==> config.mk <==
export PLATFORM = sky130hd
export DESIGN_NAME = arith_expression_tokenizer_core
export DESIGN_NICKNAME = d
export VERILOG_FILES = /design/src/design/atok_pkg.sv /design/src/design/atok_lexer.sv /design/src/design/atok_queue.sv /design/src/design/arith_expression_tokenizer_core.sv
export SDC_FILE = /design/constraint.sdc
export NUM_CORES = 1
export LEC_CHECK = 0
export ABC_AREA = 1
export BUFFER_PORTS_ARGS = -buffer_cell sky130_fd_sc_hd__buf_2
export CORE_AREA = 2 2 242 244
export CTS_CLUSTER_SIZE = 25
export DETAILED_ROUTE_END_ITERATION = 10
export DIE_AREA = 0 0 244 246
export GPL_TIMING_DRIVEN = 0
export SLEW_MARGIN = 15
export SYNTH_ARGS = -nofsm -noshare
export SYNTH_HDL_FRONTEND = slang
export SYNTH_SLANG_ARGS = --single-unit
==> constraint.sdc <==
create_clock -name clk -period 4.53 [get_ports clk]
set_input_delay 1.359 -clock clk [delete_from_list [all_inputs] [get_ports clk]]
set_output_delay 1.359 -clock clk [all_outputs]
set_load 0.1 [all_outputs]
==> src/design/atok_pkg.sv <==
// shared types and constants for the arithmetic expression tokenizer
// holds token kinds, character codes, the result beat struct and saturating helpers
// no dependencies
package atok_pkg;

    localparam int INDEX_BITS = 24;
    localparam int POS_BITS   = 16;
    localparam int KIND_BITS  = 4;

    localparam logic [INDEX_BITS-1:0] INDEX_MAX = {INDEX_BITS{1'b1}};
    localparam logic [POS_BITS-1:0]   POS_MAX   = {POS_BITS{1'b1}};

    typedef enum logic [KIND_BITS-1:0] {
        KIND_INT     = 4'd0,
        KIND_FLOAT   = 4'd1,
        KIND_ADD     = 4'd2,
        KIND_SUB     = 4'd3,
        KIND_MUL     = 4'd4,
        KIND_DIV     = 4'd5,
        KIND_LPAR    = 4'd6,
        KIND_RPAR    = 4'd7,
        KIND_ILLEGAL = 4'd8,
        KIND_XDOT    = 4'd9
    } token_kind_t;

    localparam logic [7:0] CH_DOT     = 8'h2E;
    localparam logic [7:0] CH_NEWLINE = 8'h0A;
    localparam logic [7:0] CH_TAB     = 8'h09;
    localparam logic [7:0] CH_SPACE   = 8'h20;
    localparam logic [7:0] CH_PLUS    = 8'h2B;
    localparam logic [7:0] CH_MINUS   = 8'h2D;
    localparam logic [7:0] CH_STAR    = 8'h2A;
    localparam logic [7:0] CH_SLASH   = 8'h2F;
    localparam logic [7:0] CH_LPAR    = 8'h28;
    localparam logic [7:0] CH_RPAR    = 8'h29;
    localparam logic [7:0] CH_ZERO    = 8'h30;
    localparam logic [7:0] CH_NINE    = 8'h39;

    typedef struct packed {
        token_kind_t           kind;
        logic [INDEX_BITS-1:0] start_index;
        logic [POS_BITS-1:0]   length;
        logic [POS_BITS-1:0]   line;
        logic [POS_BITS-1:0]   column;
        logic [7:0]            bad_char;
        logic                  last;
    } tok_result_t;

    function automatic logic [INDEX_BITS-1:0] sat_inc_index(input logic [INDEX_BITS-1:0] v);
        logic [INDEX_BITS-1:0] r;
        r = (v == INDEX_MAX) ? v : v + 1'b1;
        return r;
    endfunction

    function automatic logic [POS_BITS-1:0] sat_inc_pos(input logic [POS_BITS-1:0] v);
        logic [POS_BITS-1:0] r;
        r = (v == POS_MAX) ? v : v + 1'b1;
        return r;
    endfunction

endpackage

==> src/design/atok_lexer.sv <==
// lexer state and per-byte classification for the arithmetic expression tokenizer
// turns one accepted byte into zero, one or two result beats and updates position state
// depends on atok_pkg
module atok_lexer (
    input  logic                clk,
    input  logic                rst_n,
    input  logic                accept,
    input  logic [7:0]          ch,
    input  logic                end_of_text,
    output atok_pkg::tok_result_t res0,
    output atok_pkg::tok_result_t res1,
    output logic [1:0]          res_count
);
    import atok_pkg::*;

    logic                  in_number_reg, in_number_next;
    logic                  dot_seen_reg, dot_seen_next;
    logic [INDEX_BITS-1:0] num_index_reg, num_index_next;
    logic [POS_BITS-1:0]   num_line_reg, num_line_next;
    logic [POS_BITS-1:0]   num_col_reg, num_col_next;
    logic [POS_BITS-1:0]   num_length_reg, num_length_next;
    logic [INDEX_BITS-1:0] char_index_reg, char_index_next;
    logic [POS_BITS-1:0]   char_line_reg, char_line_next;
    logic [POS_BITS-1:0]   char_col_reg, char_col_next;

    logic        numeric;
    logic        is_dot;
    logic        skip;
    token_kind_t op_kind;
    tok_result_t first_res, second_res, num_cur, num_upd, char_res;
    logic        first_ok, second_ok;

    always_comb
    begin
        is_dot  = (ch == CH_DOT);
        numeric = ((ch >= CH_ZERO) && (ch <= CH_NINE)) || is_dot;

        skip    = 1'b0;
        op_kind = KIND_ILLEGAL;
        case (ch)
            CH_SPACE, CH_TAB: skip = 1'b1;
            CH_PLUS:  op_kind = KIND_ADD;
            CH_MINUS: op_kind = KIND_SUB;
            CH_STAR:  op_kind = KIND_MUL;
            CH_SLASH: op_kind = KIND_DIV;
            CH_LPAR:  op_kind = KIND_LPAR;
            CH_RPAR:  op_kind = KIND_RPAR;
            default:  op_kind = KIND_ILLEGAL;
        endcase

        // number state as it stands after this byte, if numeric
        if (in_number_reg)
        begin
            dot_seen_next   = dot_seen_reg | is_dot;
            num_index_next  = num_index_reg;
            num_line_next   = num_line_reg;
            num_col_next    = num_col_reg;
            num_length_next = sat_inc_pos(num_length_reg);
        end
        else
        begin
            dot_seen_next   = is_dot;
            num_index_next  = char_index_reg;
            num_line_next   = char_line_reg;
            num_col_next    = char_col_reg;
            num_length_next = {{(POS_BITS-1){1'b0}}, 1'b1};
        end

        num_cur.kind        = dot_seen_reg ? KIND_FLOAT : KIND_INT;
        num_cur.start_index = num_index_reg;
        num_cur.length      = num_length_reg;
        num_cur.line        = num_line_reg;
        num_cur.column      = num_col_reg;
        num_cur.bad_char    = 8'h00;
        num_cur.last        = 1'b0;

        num_upd.kind        = dot_seen_next ? KIND_FLOAT : KIND_INT;
        num_upd.start_index = num_index_next;
        num_upd.length      = num_length_next;
        num_upd.line        = num_line_next;
        num_upd.column      = num_col_next;
        num_upd.bad_char    = 8'h00;
        num_upd.last        = 1'b0;

        // single-byte beat at the current position: operator or error
        char_res.kind        = numeric ? KIND_XDOT : op_kind;
        char_res.start_index = char_index_reg;
        char_res.length      = {{(POS_BITS-1){1'b0}}, 1'b1};
        char_res.line        = char_line_reg;
        char_res.column      = char_col_reg;
        char_res.bad_char    = (!numeric && op_kind == KIND_ILLEGAL) ? ch : 8'h00;
        char_res.last        = 1'b0;

        if (numeric)
        begin
            first_res  = char_res;
            first_ok   = in_number_reg & dot_seen_reg & is_dot;
            second_res = num_upd;
            second_ok  = end_of_text;
        end
        else
        begin
            first_res  = num_cur;
            first_ok   = in_number_reg;
            second_res = char_res;
            second_ok  = !skip;
        end

        res0 = first_ok ? first_res : second_res;
        res1 = second_res;
        res0.last = !(first_ok && second_ok);
        res1.last = 1'b1;
        res_count = {1'b0, first_ok} + {1'b0, second_ok};

        // state update
        char_index_next = sat_inc_index(char_index_reg);
        if (ch == CH_NEWLINE)
        begin
            char_line_next = sat_inc_pos(char_line_reg);
            char_col_next  = '0;
        end
        else
        begin
            char_line_next = char_line_reg;
            char_col_next  = sat_inc_pos(char_col_reg);
        end

        in_number_next = numeric;
        if (!numeric)
        begin
            dot_seen_next   = 1'b0;
            num_length_next = '0;
            num_index_next  = num_index_reg;
            num_line_next   = num_line_reg;
            num_col_next    = num_col_reg;
        end

        // final byte: everything back to the start of a fresh text
        if (end_of_text)
        begin
            in_number_next  = 1'b0;
            dot_seen_next   = 1'b0;
            num_index_next  = '0;
            num_line_next   = {{(POS_BITS-1){1'b0}}, 1'b1};
            num_col_next    = '0;
            num_length_next = '0;
            char_index_next = '0;
            char_line_next  = {{(POS_BITS-1){1'b0}}, 1'b1};
            char_col_next   = '0;
        end
    end

    always_ff @(posedge clk or negedge rst_n)
    begin
        if (!rst_n)
        begin
            in_number_reg  <= 1'b0;
            dot_seen_reg   <= 1'b0;
            num_index_reg  <= '0;
            num_line_reg   <= {{(POS_BITS-1){1'b0}}, 1'b1};
            num_col_reg    <= '0;
            num_length_reg <= '0;
            char_index_reg <= '0;
            char_line_reg  <= {{(POS_BITS-1){1'b0}}, 1'b1};
            char_col_reg   <= '0;
        end
        else if (accept)
        begin
            in_number_reg  <= in_number_next;
            dot_seen_reg   <= dot_seen_next;
            num_index_reg  <= num_index_next;
            num_line_reg   <= num_line_next;
            num_col_reg    <= num_col_next;
            num_length_reg <= num_length_next;
            char_index_reg <= char_index_next;
            char_line_reg  <= char_line_next;
            char_col_reg   <= char_col_next;
        end
    end

endmodule

==> src/design/atok_queue.sv <==
// four-entry result queue for the arithmetic expression tokenizer
// takes up to two result beats per cycle and hands out one per cycle on pop
// depends on atok_pkg
module atok_queue (
    input  logic                clk,
    input  logic                rst_n,
    input  atok_pkg::tok_result_t push0,
    input  atok_pkg::tok_result_t push1,
    input  logic [1:0]          push_count,
    input  logic                pop,
    output atok_pkg::tok_result_t head,
    output logic                head_valid,
    output logic                has_room
);
    import atok_pkg::*;

    localparam int DEPTH = 4;
    localparam int PTR_BITS = $clog2(DEPTH);

    tok_result_t           entry_reg [DEPTH];
    logic [PTR_BITS-1:0]   wr_ptr_reg, wr_ptr_next;
    logic [PTR_BITS-1:0]   rd_ptr_reg, rd_ptr_next;
    logic [PTR_BITS:0]     count_reg, count_next;
    logic [PTR_BITS-1:0]   wr_ptr_plus1;

    assign head       = entry_reg[rd_ptr_reg];
    assign head_valid = (count_reg != '0);
    // room for a worst-case pair of beats
    assign has_room   = (count_reg <= (PTR_BITS+1)'(DEPTH - 2));
    assign wr_ptr_plus1 = wr_ptr_reg + 1'b1;

    always_comb
    begin
        wr_ptr_next = wr_ptr_reg + PTR_BITS'(push_count);
        rd_ptr_next = rd_ptr_reg + PTR_BITS'(pop);
        count_next  = count_reg + (PTR_BITS+1)'(push_count) - (PTR_BITS+1)'(pop);
    end

    always_ff @(posedge clk or negedge rst_n)
    begin
        if (!rst_n)
        begin
            wr_ptr_reg <= '0;
            rd_ptr_reg <= '0;
            count_reg  <= '0;
        end
        else
        begin
            wr_ptr_reg <= wr_ptr_next;
            rd_ptr_reg <= rd_ptr_next;
            count_reg  <= count_next;
        end
    end

    always_ff @(posedge clk)
    begin
        if (push_count != 2'd0)
        begin
            entry_reg[wr_ptr_reg] <= push0;
        end
        if (push_count == 2'd2)
        begin
            entry_reg[wr_ptr_plus1] <= push1;
        end
    end

endmodule

==> src/design/arith_expression_tokenizer_core.sv <==
// Arithmetic expression tokenizer, one text byte per input beat.
// Input channel: in_valid/in_ready with ch and end_of_text; end_of_text marks
// the final byte of a text, after which positions restart at index 0, line 1,
// column 0. Output channel: out_valid/out_ready with one token or error per
// beat; last is set on the final beat caused by an input byte.
// Spaces and tabs give no beat; a number is reported by start and length once
// a non-number byte or the final byte arrives; an extra dot gives an error beat
// and the number goes on; any other unknown byte gives an illegal-char beat.
// With the queue empty, a byte's first beat is visible in the cycle after it
// is accepted; beats already waiting go out first.
// Throughput: one byte per cycle while the receiver keeps up; a byte can give
// two beats and the output port moves one per cycle, so bytes that close a
// number with an operator are limited by the output rate.
// A four-entry result queue sits between the lexer and the output port; in_ready
// is high while it holds two beats or fewer, so under a stalled receiver input
// stops once more than two beats wait; blank bytes give no beat but wait too.
// Reset clears all lexer state and empties the queue; no clearing pass.
// Depends on atok_pkg, atok_lexer, atok_queue.
module arith_expression_tokenizer_core (
    input  logic                           clk,
    input  logic                           rst_n,
    input  logic                           in_valid,
    output logic                           in_ready,
    input  logic [7:0]                     ch,
    input  logic                           end_of_text,
    output logic                           out_valid,
    input  logic                           out_ready,
    output logic [atok_pkg::KIND_BITS-1:0] token_kind,
    output logic [atok_pkg::INDEX_BITS-1:0] start_index,
    output logic [atok_pkg::POS_BITS-1:0]  token_length,
    output logic [atok_pkg::POS_BITS-1:0]  start_line,
    output logic [atok_pkg::POS_BITS-1:0]  start_column,
    output logic [7:0]                     bad_char,
    output logic                           last
);
    import atok_pkg::*;

    logic        accept;
    logic        has_room;
    tok_result_t res0, res1, head;
    logic [1:0]  res_count;
    logic [1:0]  push_count;

    assign in_ready   = has_room;
    assign accept     = in_valid & has_room;
    assign push_count = accept ? res_count : 2'd0;

    atok_lexer u_lexer (
        .clk         (clk),
        .rst_n       (rst_n),
        .accept      (accept),
        .ch          (ch),
        .end_of_text (end_of_text),
        .res0        (res0),
        .res1        (res1),
        .res_count   (res_count)
    );

    atok_queue u_queue (
        .clk        (clk),
        .rst_n      (rst_n),
        .push0      (res0),
        .push1      (res1),
        .push_count (push_count),
        .pop        (out_valid & out_ready),
        .head       (head),
        .head_valid (out_valid),
        .has_room   (has_room)
    );

    assign token_kind   = head.kind;
    assign start_index  = head.start_index;
    assign token_length = head.length;
    assign start_line   = head.line;
    assign start_column = head.column;
    assign bad_char     = head.bad_char;
    assign last         = head.last;

endmodule

======== After elaboration in Yosys (flattened, before gate mapping) ========
Memory sizes are Yosys's and may differ from the RTL's.
Index checks and enable logic that the tools add are counted.
word-level totals
  bits in latches ......................... 0
  bits in read-only memories .............. 0
  bits in writable memories ............... 340
  word-level logic and storage cells ...... 107
  memories kept ........................... 1
  flip-flop bits (word level) ............. 137
  input port bits ......................... 13
  output and inout bits ................... 87
memories
  memory             depth  bits a word  read ports  clocked after memory_dff  write ports  RTL line          RTL
  u_queue.entry_reg  4      85           1           0                         2            atok_queue.sv:20  tok_result_t entry_reg [DEPTH];
operators by class
  reductions and logical operators ........ 16
  add/sub/neg operators ................... 10
  divide/modulo/power cells ............... 0
  multipliers ............................. 0
  shifts and indexed selects .............. 0
  bitwise operators ....................... 5
  mux-type cells .......................... 41
  equality and inequality tests ........... 19
  magnitude comparators ................... 3
operators with widths
  operator                 number
  $mux W16                 16
  $mux W85                 3
  $mux W24                 5
  $eq A8 B6 Y1 const B     8
  $add A16 B1 Y16 const B  3
  $eq A16 B16 Y1 const B   3
  $add A24 B1 Y24 const B  1
  $eq A24 B24 Y1 const B   1
  $pmux W4 S6              1
  $eq A8 B4 Y1 const B     2
  $mux W1                  13
  $ge A8 B6 Y1 const B     1
  $le A8 B6 Y1 const B     1
  $mux W8                  1
  $reduce_and A2 Y1        3
  $reduce_bool A2 Y1       3
  $and A1 B1 Y1            4
  $eq A4 B4 Y1 const B     1
  $mux W4                  1
  $ne A2 B2 Y1 const B     2
  $add A3 B2 Y3            1
  $le A3 B2 Y1 const B     1
  $logic_and A1 B1 Y1      3
  $logic_not A1 Y1         3
  other kinds (13)         13

======== Depth between registers and ports, before layout ========
  depth in word-level cells ............... 10
  gate-level depth with buffers ........... 19
  gate-level depth less buffers ........... 17

======== By module ========
Synthesis repeated with hierarchy kept, for this count alone.
unflattened totals
  cells, all modules ...................... 4,097
  area, all modules ....................... 29,500.8 µm²
by module, submodules not included
  module                           cells each  sequential area each (µm²)  times used  area each (µm²)
  atok_queue                       2,430       10,385.0                    1           19,177.1
  atok_lexer                       1,659       3,255.6                     1           10,293.6
  arith_expression_tokenizer_core  8           0.0                         1           30.0

======== Worst setup path before layout ========
No wires, ideal clock.
  kind .................................... in2reg
  start point ............................. input port ch[6]
  end point ............................... memory u_queue.entry_reg[3][1] in the netlist's numbering (data pin)
  arrival ................................. 5,558 ps
  stages on the path ...................... 18
  library setup time ...................... 158 ps
  buffers on the path ..................... 3
  required time ........................... 4,372 ps
  setup slack ............................. -1,186 ps
  path through ............................ inv_1 > nand2_1 > nor2_2 > nand2_2 > nand2_4 > buf_6 > buf_6 > buf_4 > a221oi_1 > ha_1 > inv_1 > nor2_1 > nor2_1 > inv_2 > nand2_1 > nand2_1 > o21ai_2 > nor2_1
RTL lines
  item                RTL line                               RTL
  start: declaration  arith_expression_tokenizer_core.sv:24  input logic [7:0] ch,
  end: declaration    atok_queue.sv:20

======== Worst setup path after layout ========
  start point ............................. register u_queue.rd_ptr_reg[0]
  end point ............................... output port start_index[21] in the netlist's numbering
on the way
  cells in the longest elaborated chain, start to end .. 1
RTL lines
  item                      RTL line                               RTL
  start: declaration        atok_queue.sv:22                       logic [PTR_BITS-1:0] rd_ptr_reg, rd_ptr_next;
  start signal: assignment  atok_queue.sv:50                       rd_ptr_reg <= rd_ptr_next;
  $mem_v2 Z4 W85            -
  end: declaration          arith_expression_tokenizer_core.sv:29  output logic [atok_pkg::INDEX_BITS-1:0] start_index,
Every way passes these cells.

==> results.md <==
* Outcome: finished, final reports clean
* Most common cell after layout, fill and taps aside: nand2_1
* Gr usage total at 30.1%
* Synthesized instance count at 3002
* Vias per inst at 6.02
* Initial antenna violation count at 3
* Endpoint, Worst Hold: u_queue.entry_reg[3][0]
* Final slew viol count at 0
* Share of cells above drive strength 1 at 13.6%
* Slew at the pin with the worst max-slew slack at 1.04 ns
* Max reg flops at 340
* Clk pin slew, worst setup/hold paths at 0.06 ns
* CTS tree: done
* I/O Pins at 100
* Post-synth ARST share at 28.7%
* Hold-fix buffers at CTS at 0
* Final setup violating endpoints at 0
* Crit path max-delay cell type: dfrtp_2
* Reg2reg end: u_queue.entry_reg[1][70]
* Mapped cell area at 25600 µm²
* Maximum clock rate at 0.222 GHz
* Max Buffers Root-to-Sink at 3
* Critical path, cell by cell: clkbuf_4, clkinv_2, clkbuf_8, clkbuf_2, nor2_1, o22ai_1, buf_6
* Max FO, Critical Path at 10
* CP Class: flip-flop to output pin
* Register area share after synthesis at 53.0%
* Non-Filler Instances at 3975
* Grt total ovfl at 0
* Number of diodes at 0
* Max-slew headroom at 30.9%
* First-pass GRT wire length at 138000 µm
* Top cells by area, synth: edfxtp_1 (39%), dfrtp_1 (13%), nand2_1 (11%)
* Tot Pwr at 20300 µW
* Core area at 57400 µm²
* Final worst path period share at 99.4%
* Core Rows at 88
* Synth area leader: edfxtp_1
* Register-to-register setup slack at 0.41 ns
* DIE AREA at 60000 µm²
* Syn Nets at 3026
* Min-Delay Path Class: flip-flop to flip-flop
* Reg2reg start: u_lexer.in_number_reg
* Hpwl dp at 61600 µm
* Largest net degree at the start of global routing at 73
* Initial Util at 44.7%
* Number of synthesized register bits at 477
* Pwr per Cell Area at 691 nW/µm²
* Layout area overhead at 14.8%
* Clock Sink Count at 477
* Worst R2R Path Depth at 12
* Crit-path max cell delay at 0.53 ns
* Endpoints failing hold at 0
* Clock Skews at 0.0224 ns
* Tmin final at 4.50 ns
* WL final at 93700 µm
* Cts bufs inserted at 52
* Antenna-violating nets left at 0
* CP endpoint kind: output pin
* # placed instances at 3868
* DIE HEIGHT at 246 µm
* RePlAce Congestion at 0.935
* Most frequent cells in the layout: nand2_1 (764), o22ai_1 (372), edfxtp_1 (336), o21ai_0 (334), nor2_1 (308)
* Die X at 244 µm
* Post-synthesis cell type count at 44
* Final #Nets at 3191
* Worst EP arrival at 3.14 ns
* Max-Cap Viols at 0
* Vias in the first global route at 23200
* Root buf cell: clkbuf_16
* Syn avg cell area at 8.54 µm²
* Port bufs at 98
* P_leak at 0.0109 µW
* DR iter-0 viols at 2360
* Startpoint Class: flip-flop
* Drt wl/cell at 23.6 µm
* Max IR drop VDD at 0.708 mV
* Area share of the largest cell type after synthesis at 39.3%
* Via count at 23900
* Hold Crit Depth at 2
* DRC at 0
* Synth Flop Type: edfxtp_1
* H-tree levels at 2
* Clk_lat worst skew at 0.63 ns
* Hold_sp: u_queue.entry_reg[3][0]
* Post-synth EDFFs at 336
* DRT Pass-1 Iters at 5
* WP data required at 3.17 ns
* Ys Warns at 0
-- worst max-delay path by stage --
stage                                     start                        to  slack, ns
after floorplan                           ch[6]   u_queue.entry_reg[0][1]       0.19
after global placement                    ch[7]  u_queue.entry_reg[3][82]      -1.43
after detailed placement  u_queue.rd_ptr_reg[0]            start_line[11]      -1.09
after CTS                                 ch[7]   u_queue.entry_reg[3][9]      -0.01
after global routing                      ch[7]  u_queue.entry_reg[0][64]      -0.02
final                     u_queue.rd_ptr_reg[0]           start_index[21]       0.03
-- cell usage after synthesis (2+ instances only) --
cell        n
o31ai_1     2
o21ai_1    25
nand2_4     2
dfstp_2     2
o21ai_0   334
edfxtp_1  336
nor3_1     26
a21oi_1     9
nand2_1   774
nor2_2     15
nand2_2     5
inv_1     174
o22ai_2     2
buf_1       8
clkbuf_1  105
xnor2_1     4
clkbuf_2    2
inv_2      18
nand3_1   108
nand3b_1    2
o21ai_2    56
buf_4       8
dfrtp_1   135
buf_6       9
dfxtp_1     4
buf_2      67
a21oi_2     2
o22ai_1   376
xor2_1     31
nand4_1    31
ha_1       10
nor2_1    308
-- critical path: cells and delay by family (launching register included) --
family,cells,cell delay [ns]
buf+inv,5,1.50
flops,1,0.53
compound gates,1,0.39
simple gates,1,0.08
-- layout make-up --
type                            instances  area (µm²)
Sequential cell                       477       13600
Buffer                                197        1030
Tap cell                              765         957
Multi-Input combinational cell       2140       10600
Clock inverter                         34         303
Fill cell                            5432       27900
Inverter                              193         732
Clock buffer                           63        1390
Timing Repair Buffer                  106         822
-- routing by layer --
metal  up-vias  share of wire (%)  GRT usage (%)
met5         -              0.012              0
met2      1198                 47           49.2
li1      10900                  -              -
met3       218                8.9           5.84
met4         2                4.0           12.6
met1     11600                 40           39.2
-- power breakdown --
part           internal [µW]  leakage (µW)  switching, µW
clock                   2460      0.000832           1870
sequential              5350       0.00501            375
combinational           1910       0.00508           8370
-- repair_timing --
action                                  in CTS  in global routing
setup buffers                                0                  2
gates cloned                                 4                  6
gates resized for setup                     86                 59
endpoints found under the setup margin     494                478
pin swaps                                    2                  4
-- logic make-up after synthesis --
family	share of synthesized area, %
compound gates	18.7
xor+xnor	1.20
fa+ha+maj	0.566
buf+inv	6.47
flops	53.0
simple gates	20.0
-- metrics by stage --
stage	TNS [ns]	instance area, µm²	setup WS (ns)	util, %	hold slack, ns
after floorplan	0	25700	0.195	-	0.463
after global placement	-613.13	27100	-1.43	47.3	0.477
after detailed placement	-465.69	27200	-1.09	47.5	0.483
after CTS	-0.157	29200	-0.0130	50.9	0.497
after global routing	-0.0617	29400	-0.0193	51.3	0.523
final	0	29400	0.0277	51.3	0.505
No activity file was read; power rests on OpenSTA's default activity.
